`src/design/ppc_pkg.sv`:
```
// Package for the position PID controller: field widths, register indexes,
// reset values and the stage enable bundle. No dependencies.
`default_nettype none

package ppc_pkg;

  // Configuration port
  localparam int CFG_IDX_W  = 3;
  localparam int CFG_DATA_W = 16;

  typedef enum logic [CFG_IDX_W-1:0] {
    CFG_GAIN_P      = 3'd0,
    CFG_GAIN_I      = 3'd1,
    CFG_GAIN_D      = 3'd2,
    CFG_OUT_LIMIT   = 3'd3,
    CFG_INVERT      = 3'd4,
    CFG_INT_WINDOW  = 3'd5,
    CFG_DEADZONE    = 3'd6
  } cfg_reg_t;

  // Field and datapath widths
  localparam int POS_W     = 32;
  localparam int GAIN_W    = 16;
  localparam int LIMIT_W   = 15;
  localparam int WINDOW_W  = 16;
  localparam int DZ_W      = 16;
  localparam int DRIVE_W   = 16;
  localparam int ERR_W     = POS_W + 1;        // target minus (possibly negated) position
  localparam int DER_W     = ERR_W + 1;
  localparam int INTEG_W   = 17;
  localparam int PP_W      = GAIN_W + ERR_W;
  localparam int PI_W      = GAIN_W + INTEG_W;
  localparam int PD_W      = GAIN_W + DER_W;
  localparam int ACC_W     = PD_W + 2;

  // Request kinds
  localparam logic KIND_STEP = 1'b0;
  localparam logic KIND_STOP = 1'b1;

  // Reset values
  localparam logic [LIMIT_W-1:0]  LIMIT_RST  = 15'd255;
  localparam logic [WINDOW_W-1:0] WINDOW_RST = 16'd1000;

  // Load enables for the back end stages
  typedef struct packed {
    logic en3;
    logic en4;
    logic eno;
  } ppc_stage_en_t;

endpackage

`default_nettype wire

```
`src/design/ppc_mac.sv`:
```
// Back end of the position PID controller: gain products, sum, truncation
// toward zero and drive saturation. Depends on ppc_pkg.
`default_nettype none

module ppc_mac
  import ppc_pkg::*;
#(
  parameter int GAIN_FRAC_BITS = 8
) (
  input  wire                        clk,
  input  wire ppc_stage_en_t         stage_en,
  input  wire logic signed [GAIN_W-1:0]  gain_p,
  input  wire logic signed [GAIN_W-1:0]  gain_i,
  input  wire logic signed [GAIN_W-1:0]  gain_d,
  input  wire logic [LIMIT_W-1:0]        out_limit,
  input  wire logic signed [ERR_W-1:0]   err,
  input  wire logic signed [INTEG_W-1:0] integ,
  input  wire logic signed [DER_W-1:0]   der,
  input  wire logic                      at_target,
  output logic signed [DRIVE_W-1:0]      drive,
  output logic                           drive_at_target
);

  logic signed [PP_W-1:0]    pp_r, pp_nxt;
  logic signed [PI_W-1:0]    pi_r, pi_nxt;
  logic signed [PD_W-1:0]    pd_r, pd_nxt;
  logic                      at3_r;
  logic signed [ACC_W-1:0]   acc_r, acc_nxt;
  logic                      at4_r;
  logic signed [ACC_W-1:0]   acc_biased;
  logic signed [ACC_W-1:0]   quot;
  logic signed [ACC_W-1:0]   lim_pos;
  logic signed [ACC_W-1:0]   lim_neg;
  logic signed [DRIVE_W-1:0] drive_r, drive_nxt;
  logic                      ato_r;

  // Stage 3: one multiply per term
  always_comb begin
    pp_nxt = gain_p * err;
    pi_nxt = gain_i * integ;
    pd_nxt = gain_d * der;
  end

  always_ff @(posedge clk) begin
    if (stage_en.en3) begin
      pp_r  <= pp_nxt;
      pi_r  <= pi_nxt;
      pd_r  <= pd_nxt;
      at3_r <= at_target;
    end
  end

  // Stage 4: sum of the three terms
  assign acc_nxt = ACC_W'(pp_r) + ACC_W'(pi_r) + ACC_W'(pd_r);

  always_ff @(posedge clk) begin
    if (stage_en.en4) begin
      acc_r <= acc_nxt;
      at4_r <= at3_r;
    end
  end

  // Output stage: truncate toward zero (bias negatives before the shift), then saturate
  always_comb begin
    acc_biased = acc_r + $signed({{(ACC_W-GAIN_FRAC_BITS){1'b0}},
                                  {GAIN_FRAC_BITS{acc_r[ACC_W-1]}}});
    quot       = acc_biased >>> GAIN_FRAC_BITS;
    lim_pos    = $signed({{(ACC_W-LIMIT_W){1'b0}}, out_limit});
    lim_neg    = -lim_pos;
    if (quot > lim_pos) begin
      drive_nxt = lim_pos[DRIVE_W-1:0];
    end else if (quot < lim_neg) begin
      drive_nxt = lim_neg[DRIVE_W-1:0];
    end else begin
      drive_nxt = quot[DRIVE_W-1:0];
    end
  end

  always_ff @(posedge clk) begin
    if (stage_en.eno) begin
      drive_r <= drive_nxt;
      ato_r   <= at4_r;
    end
  end

  assign drive           = drive_r;
  assign drive_at_target = ato_r;

endmodule

`default_nettype wire

```
`src/design/position_pid_controller.sv`:
```
// Position PID controller with integral anti-windup.
// A request passes the input register, then the stage 2, product, sum and drive registers.
// Throughput: one request per cycle while out_stall is low; the loop state (integral,
// last error) is updated in a single stage; multiplies, sum and saturation are pipelined.
// Reset (rst_n low, synchronous) empties the pipeline, clears the loop state and
// loads the register reset values. Depends on ppc_pkg and ppc_mac.
`default_nettype none

module position_pid_controller
  import ppc_pkg::*;
#(
  parameter int GAIN_FRAC_BITS = 8
) (
  input  wire                            clk,
  input  wire                            rst_n,
  // configuration
  input  wire logic                      cfg_we,
  input  wire logic [CFG_IDX_W-1:0]      cfg_index,
  input  wire logic [CFG_DATA_W-1:0]     cfg_wdata,
  // requests
  input  wire logic                      in_valid,
  output logic                           in_stall,
  input  wire logic                      in_kind,
  input  wire logic signed [POS_W-1:0]   in_position,
  input  wire logic signed [POS_W-1:0]   in_target,
  // results
  output logic                           out_valid,
  input  wire logic                      out_stall,
  output logic signed [DRIVE_W-1:0]      out_drive,
  output logic                           out_at_target
);

  // Configuration registers
  logic signed [GAIN_W-1:0] gain_p_r, gain_i_r, gain_d_r;
  logic [LIMIT_W-1:0]       limit_r;
  logic                     invert_r;
  logic [WINDOW_W-1:0]      window_r;
  logic [DZ_W-1:0]          deadzone_r;

  always_ff @(posedge clk) begin
    if (!rst_n) begin
      gain_p_r   <= '0;
      gain_i_r   <= '0;
      gain_d_r   <= '0;
      limit_r    <= LIMIT_RST;
      invert_r   <= 1'b0;
      window_r   <= WINDOW_RST;
      deadzone_r <= '0;
    end else if (cfg_we) begin
      unique case (cfg_reg_t'(cfg_index))
        CFG_GAIN_P:     gain_p_r   <= $signed(cfg_wdata[GAIN_W-1:0]);
        CFG_GAIN_I:     gain_i_r   <= $signed(cfg_wdata[GAIN_W-1:0]);
        CFG_GAIN_D:     gain_d_r   <= $signed(cfg_wdata[GAIN_W-1:0]);
        CFG_OUT_LIMIT:  limit_r    <= cfg_wdata[LIMIT_W-1:0];
        CFG_INVERT:     invert_r   <= cfg_wdata[0];
        CFG_INT_WINDOW: window_r   <= cfg_wdata[WINDOW_W-1:0];
        CFG_DEADZONE:   deadzone_r <= cfg_wdata[DZ_W-1:0];
        default: ;
      endcase
    end
  end

  // Pipeline occupancy and stage enables
  logic v1_r, v2_r, v3_r, v4_r, vo_r;
  logic en1, en2;
  ppc_stage_en_t stage_en;

  always_comb begin
    stage_en.eno = !vo_r || !out_stall;
    stage_en.en4 = !v4_r || stage_en.eno;
    stage_en.en3 = !v3_r || stage_en.en4;
    en2          = !v2_r || stage_en.en3;
    en1          = !v1_r || en2;
  end

  assign in_stall  = !en1;
  assign out_valid = vo_r;

  always_ff @(posedge clk) begin
    if (!rst_n) begin
      v1_r <= 1'b0;
      v2_r <= 1'b0;
      v3_r <= 1'b0;
      v4_r <= 1'b0;
      vo_r <= 1'b0;
    end else begin
      if (en1)          v1_r <= in_valid;
      if (en2)          v2_r <= v1_r;
      if (stage_en.en3) v3_r <= v2_r;
      if (stage_en.en4) v4_r <= v3_r;
      if (stage_en.eno) vo_r <= v4_r;
    end
  end

  // Stage 1: input register
  logic                     kind_r;
  logic signed [POS_W-1:0]  pos_r, tgt_r;

  always_ff @(posedge clk) begin
    if (en1 && in_valid) begin
      kind_r <= in_kind;
      pos_r  <= in_position;
      tgt_r  <= in_target;
    end
  end

  // Loop state
  logic signed [INTEG_W-1:0] integ_r, integ_nxt;
  logic signed [ERR_W-1:0]   prev_err_r, prev_err_nxt;

  // Error, integral, derivative and deadzone test
  logic                      is_stop;
  logic signed [ERR_W-1:0]   raw_ext;
  logic signed [ERR_W-1:0]   pos_eff;
  logic signed [DER_W-1:0]   err_wide;
  logic signed [ERR_W-1:0]   err;
  logic signed [DER_W-1:0]   win_s;
  logic                      in_window;
  logic signed [INTEG_W:0]   isum;
  logic signed [INTEG_W:0]   ilim;
  logic signed [INTEG_W:0]   iclamp;
  logic signed [DER_W-1:0]   der;
  logic signed [ERR_W-1:0]   raw_err;
  logic signed [ERR_W-1:0]   dz_s;
  logic                      at_tgt;

  always_comb begin
    is_stop  = (kind_r == KIND_STOP);
    raw_ext  = ERR_W'(pos_r);
    pos_eff  = invert_r ? -raw_ext : raw_ext;
    err_wide = DER_W'(tgt_r) - DER_W'(pos_eff);
    err      = err_wide[ERR_W-1:0];

    win_s     = $signed({{(DER_W-WINDOW_W){1'b0}}, window_r});
    in_window = (err_wide < win_s) && (err_wide > -win_s);

    // Only meaningful inside the window, where the error fits the narrow add
    isum = (INTEG_W+1)'(integ_r) + $signed(err[INTEG_W:0]);
    ilim = $signed({2'b00, limit_r, 1'b0});
    if (isum > ilim) begin
      iclamp = ilim;
    end else if (isum < -ilim) begin
      iclamp = -ilim;
    end else begin
      iclamp = isum;
    end

    if (is_stop || !in_window) begin
      integ_nxt = '0;
    end else begin
      integ_nxt = iclamp[INTEG_W-1:0];
    end

    der          = DER_W'(err) - DER_W'(prev_err_r);
    prev_err_nxt = is_stop ? '0 : err;

    // Deadzone always looks at the raw position
    raw_err = ERR_W'(tgt_r) - ERR_W'(pos_r);
    dz_s    = $signed({{(ERR_W-DZ_W){1'b0}}, deadzone_r});
    at_tgt  = is_stop || ((raw_err <= dz_s) && (raw_err >= -dz_s));
  end

  always_ff @(posedge clk) begin
    if (!rst_n) begin
      integ_r    <= '0;
      prev_err_r <= '0;
    end else if (v1_r && en2) begin
      integ_r    <= integ_nxt;
      prev_err_r <= prev_err_nxt;
    end
  end

  // Stage 2: terms for the multiplies; a stop zeroes them so the drive is zero
  logic signed [ERR_W-1:0]   e2_r;
  logic signed [INTEG_W-1:0] i2_r;
  logic signed [DER_W-1:0]   d2_r;
  logic                      at2_r;

  always_ff @(posedge clk) begin
    if (en2) begin
      e2_r  <= is_stop ? '0 : err;
      i2_r  <= integ_nxt;
      d2_r  <= is_stop ? '0 : der;
      at2_r <= at_tgt;
    end
  end

  ppc_mac #(
    .GAIN_FRAC_BITS (GAIN_FRAC_BITS)
  ) u_mac (
    .clk             (clk),
    .stage_en        (stage_en),
    .gain_p          (gain_p_r),
    .gain_i          (gain_i_r),
    .gain_d          (gain_d_r),
    .out_limit       (limit_r),
    .err             (e2_r),
    .integ           (i2_r),
    .der             (d2_r),
    .at_target       (at2_r),
    .drive           (out_drive),
    .drive_at_target (out_at_target)
  );

`ifndef SYNTHESIS
  // A stop request leaves the loop state cleared
  a_stop_clears: assert property (@(posedge clk) disable iff (!rst_n)
    (v1_r && en2 && kind_r == KIND_STOP) |=> (integ_r == '0 && prev_err_r == '0))
    else $error("loop state not cleared by stop");

  // Stall only when the input register is occupied and cannot drain
  a_stall_needs_item: assert property (@(posedge clk) disable iff (!rst_n)
    in_stall |-> (v1_r && v2_r && v3_r && v4_r && vo_r && out_stall))
    else $error("input stalled with room in the pipeline");

  // A full back end under a stalled output keeps its item
  a_hold_stage4: assert property (@(posedge clk) disable iff (!rst_n)
    (v4_r && vo_r && out_stall) |=> v4_r)
    else $error("stage 4 item dropped under stall");

  // Loop state only moves when a request leaves stage 1
  a_state_hold: assert property (@(posedge clk) disable iff (!rst_n)
    !(v1_r && en2) |=> ($stable(integ_r) && $stable(prev_err_r)))
    else $error("loop state changed without a request");
`endif

endmodule

`default_nettype wire

```
`config.mk`:
```
export PLATFORM = sky130hd
export DESIGN_NAME = position_pid_controller
export DESIGN_NICKNAME = d
export VERILOG_FILES = /design/src/design/ppc_pkg.sv /design/src/design/ppc_mac.sv /design/src/design/position_pid_controller.sv
export SDC_FILE = /design/constraint.sdc
export NUM_CORES = 2
export LEC_CHECK = 0
export ABC_AREA = 1
export BUFFER_PORTS_ARGS = -buffer_cell sky130_fd_sc_hd__buf_2
export CAP_MARGIN = 40
export CORE_ASPECT_RATIO = 0.7
export CORE_UTILIZATION = 65
export CTS_CLUSTER_SIZE = 10
export DETAILED_ROUTE_END_ITERATION = 6
export GPL_ROUTABILITY_DRIVEN = 0
export PLACE_DENSITY = 0.82
export SKIP_CTS_REPAIR_TIMING = 1
export SLEW_MARGIN = 15
export SYNTH_ARGS = -nofsm -noshare
export SYNTH_HDL_FRONTEND = slang
export SYNTH_SLANG_ARGS = --single-unit
export TNS_END_PERCENT = 20
```
`constraint.sdc`:
```
create_clock -name clk -period 13.8 [get_ports clk]
set_input_delay 2.76 -clock clk [delete_from_list [all_inputs] [get_ports clk]]
set_output_delay 2.76 -clock clk [all_outputs]
set_load 0.01 [all_outputs]
```
==> key figures <==
Global routing
  • Initial antenna violation count: 13
  • Total congestion overflow: 0
  • Global-route wire length before repair: 402,000 microns
  • Via count of the first global-routing pass: 74,100
  • Overall Global Routing Usage: 0.397
  • Maximum number of pins on one net before global-route repair: 88

Worst hold path
  • Path type of the worst min-delay path: flop to flop

Clock tree
  • Clock-pin slew on the worst setup and hold paths: 0.06 ns
  • Number of buffers on the longest clock path: 3
  • Total number of H-tree levels: 2
  • TritonCTS clock tree: built
  • Clock Root Buffer: sky130_fd_sc_hd__clkbuf_16
  • Total clock buffers created by CTS: 61
  • CTS sink cnt: 503
  • Worst skew pair latency: 0.71 ns

Placed design
  • Post-Place Cell Area: 0.0865 sq mm
  • I/O Buffers: 107
  • Estimated wirelength of the detail-placed design: 203,000 microns

STA
  • Crit share post-route: 0.663
  • Sum Neg Setup Slack: 0 ns
  • Post-layout min period: 9.15 ns
  • Maximum clock frequency: 109 MHz
  • Final Max Tran Viols: 0
  • Hold Violations, Final: 0
  • Unrepaired setup endpoints after global routing: no
  • Slew margin rel.: 0.355
  • Post-route clock skew: 0.0521 ns
  • Slew of the pin with the lowest slew margin: 0.968 ns
  • Count of final setup violators: 0

Power and ir drop
  • Static leakage: 0.0454 uW
  • Total power density per cell area: 98.0 mW/mm^2
  • Worst voltage drop across the vdd grid: 121 uV
  • Internal power consumption: 4440 uW
  • Fraction of power consumed by combinational cells: 0.520
  • Switching Power: 4260 uW
  • Sw frac: 0.490
  • Clk network pwr share: 0.183
  • Seq pwr share: 0.298

Floorplanning
  • Floorplan die height: 303 microns
  • Die boundary width: 432 microns
  • I/O pin count: 108
  • DIE AREA: 0.131 sq mm
  • Starting utilization of the core area: 0.655
  • Row Count: 110
  • Placeable core region: 0.129 sq mm

Final layout
  • Layout Cell Area excl Fill: 0.0888 sq mm
  • Final Net Count: 12,700
  • Layout cell share with drive strength beyond 1: 0.0401
  • Signed area change from the synthesized netlist to the final layout: 5.38%

Synthesis
  • Post-synth top area cell: sky130_fd_sc_hd__fa_1
  • Synth warnings: 0
  • Cells taking the most area after synthesis: sky130_fd_sc_hd__fa_1 (32%), sky130_fd_sc_hd__edfxtp_1 (13%), sky130_fd_sc_hd__inv_1 (12%), sky130_fd_sc_hd__nand2_1 (11%), sky130_fd_sc_hd__ha_1 (10%)
  • Cell area after synthesis: 0.0842 sq mm
  • Post-synth EDFFs: 352
  • Number of distinct standard cells referenced by the synthesized netlist: 61
  • Sequential share of the synthesized area: 0.161
  • Primary flip-flop cell chosen by synthesis mapping: sky130_fd_sc_hd__edfxtp_1
  • Fraction of registers with async set/reset: 0
  • Mean cell area of the mapped netlist: 7.93 sq um
  • Post-synth top area share: 0.320
  • Net count after synthesis: 12,700
  • Number of synthesized register bits: 503
  • Post-Synthesis Cells: 10,600

Setup path
  • Bufs and invs on worst path: 6
  • Critical Setup Path Class: input pin to output pin
  • Critical Path Slowest Stage Cell: sky130_fd_sc_hd__clkinv_2
  • Req. time, crit path: 11.04 ns
  • Peak fanout along the critical path: 54
  • Biggest cell delay along the critical path: 0.68 ns
  • Data arrival at the endpoint of the critical path: 6.39 ns
  • Startpoint types: input pin
  • Crit path max-delay family: simple AND/OR/NAND/NOR gates
  • CP Cell Sequence: buf_2, nand2_1, nor2_1, inv_2, buf_4, nor2_1, inv_4, nor2_1, clkinv_2, nor2_1, buf_2
  • Setup crit end kind: output pin
  • Cell with the most instances on the worst path: sky130_fd_sc_hd__nor2_1

Detailed routing
  • Drt first pass iters: 7
  • Average routed wire per standard cell: 20.7 microns
  • Vias per std cell: 5.92
  • Routed length on met1: 94,600 microns
  • Iteration-0 DRC count of the detailed router: 10,300
  • Wire length on met3: 41,000 microns
  • Number of antenna-violating nets in the routed design: 0
  • Drt drc: 4
  • Top layer used by detailed routing: met5
  • Total wire length after detailed routing: 256,000 microns
  • Met2 layer wire length in the routed design: 104,000 microns
  • Overall via count from detail_route: 73,200

Run
  • # Max-Cap Violations: 0

Status
  • Outcome: complete, but fails checks
  • Violations in the final reports: DRC
==> synthesized netlist by cell type, types with 151 or more instances <==
cell type and count:
sky130_fd_sc_hd__inv_1 2594, sky130_fd_sc_hd__fa_1 1345, sky130_fd_sc_hd__edfxtp_1 352, sky130_fd_sc_hd__dfxtp_1 151, sky130_fd_sc_hd__a21oi_1 562, sky130_fd_sc_hd__clkbuf_1 332
sky130_fd_sc_hd__o21ai_0 379, sky130_fd_sc_hd__xor2_1 214, sky130_fd_sc_hd__nand3_1 249, sky130_fd_sc_hd__nor2_1 640, sky130_fd_sc_hd__ha_1 685, sky130_fd_sc_hd__nand2_1 2422
==> sequential cells by signal, summed over array words and instances, names as in the netlist, 15 cells and up <==
| register | cells |
|---|---|
| d2_r | 34 |
| deadzone_r | 16 |
| e2_r | 33 |
| gain_d_r | 16 |
| gain_i_r | 16 |
| gain_p_r | 16 |
| i2_r | 17 |
| integ_r | 17 |
| limit_r | 15 |
| pos_r | 32 |
| prev_err_r | 33 |
| tgt_r | 32 |
| u_mac.acc_r | 51 |
| u_mac.drive | 16 |
| u_mac.pd_r | 50 |
| u_mac.pi_r | 33 |
| u_mac.pp_r | 49 |
| window_r | 16 |
==> final timing paths <==
| check | start | end | slack [ns] | cells after the start |
|---|---|---|---|---|
| hold reg to reg | u_mac.at3_r | u_mac.at4_r | 0.43 | 0 |
| setup / recovery | out_stall | in_stall | 4.65 | 11 |
| hold / removal | u_mac.at3_r | u_mac.at4_r | 0.43 | 0 |
| setup reg to reg | pos_r[1] | i2_r[9] | 5.90 | 41 |
==> layer usage <==
layer  track usage  vias up
met2         0.565     5457
met3         0.141      989
li1              -    32000
met5             0        -
met1         0.532    34700
met4         0.212        8
==> cell families (layout without fill, tap and decap cells) <==
family / count (synthesis) / after routing / synth area share
xor+xnor: 303 / 303 / 0.0315
fa+ha+maj: 2030 / 2030 / 0.421
buf+inv: 2947 / 2920 / 0.132
simple gates: 3686 / 3686 / 0.179
flops: 503 / 503 / 0.161
other cells: 0 / 21 / 0
compound gates: 1152 / 1152 / 0.0748
==> final cells by class <==
cell class              instances  area, sq um
repair buffers                201         1680
clock buffers                 101         1750
multi-input cells            7171        59600
inverters                    2604         9780
flip-flops and latches        503        13600
diodes                         21         52.6
clock inverters                14          156
fillers                      9977        39800
well taps                    1736         2170
==> cell usage in the layout, fill, tap and decap left out, types with 39 or more instances in the layout <==
cell,netlist,layout
sky130_fd_sc_hd__inv_1,2594,2590
sky130_fd_sc_hd__nand2_1,2422,2422
sky130_fd_sc_hd__fa_1,1345,1345
sky130_fd_sc_hd__ha_1,685,685
sky130_fd_sc_hd__nor2_1,640,639
sky130_fd_sc_hd__a21oi_1,562,562
sky130_fd_sc_hd__o21ai_0,379,379
sky130_fd_sc_hd__edfxtp_1,352,352
sky130_fd_sc_hd__nand3_1,249,249
sky130_fd_sc_hd__xor2_1,214,214
sky130_fd_sc_hd__dfxtp_1,151,131
sky130_fd_sc_hd__nor3_1,111,109
sky130_fd_sc_hd__buf_2,4,107
sky130_fd_sc_hd__nand4_1,89,89
sky130_fd_sc_hd__xnor2_1,89,89
sky130_fd_sc_hd__clkbuf_16,0,67
sky130_fd_sc_hd__or2_2,60,60
sky130_fd_sc_hd__buf_4,1,56
sky130_fd_sc_hd__a31oi_1,39,39
==> power groups by stage <==
stage / Combinational [uW] / Sequential [uW] / Clock, uW
after floorplan: 3090 / 2230 / 0
after global placement: 3980 / 2660 / 0
after detailed placement: 4210 / 2620 / 0
after CTS: 4250 / 2590 / 1590
after global routing: 4930 / 2590 / 1650
final: 4520 / 2590 / 1590
==> metrics by stage <==
step	power [uW]	std cells	worst slack (ns)	hold WS, ns	utilization
after global routing	9170	12300	4.40	0.441	0.690
after detailed placement	6830	12200	4.70	0.419	0.673
final	8700	12400	4.65	0.430	0.691
after floorplan	5310	10600	1.74	0.400	-
after CTS	8430	12300	4.66	0.432	0.687
after global placement	6630	12200	4.77	0.431	0.670
No activity file was read; power rests on OpenSTA's default activity.
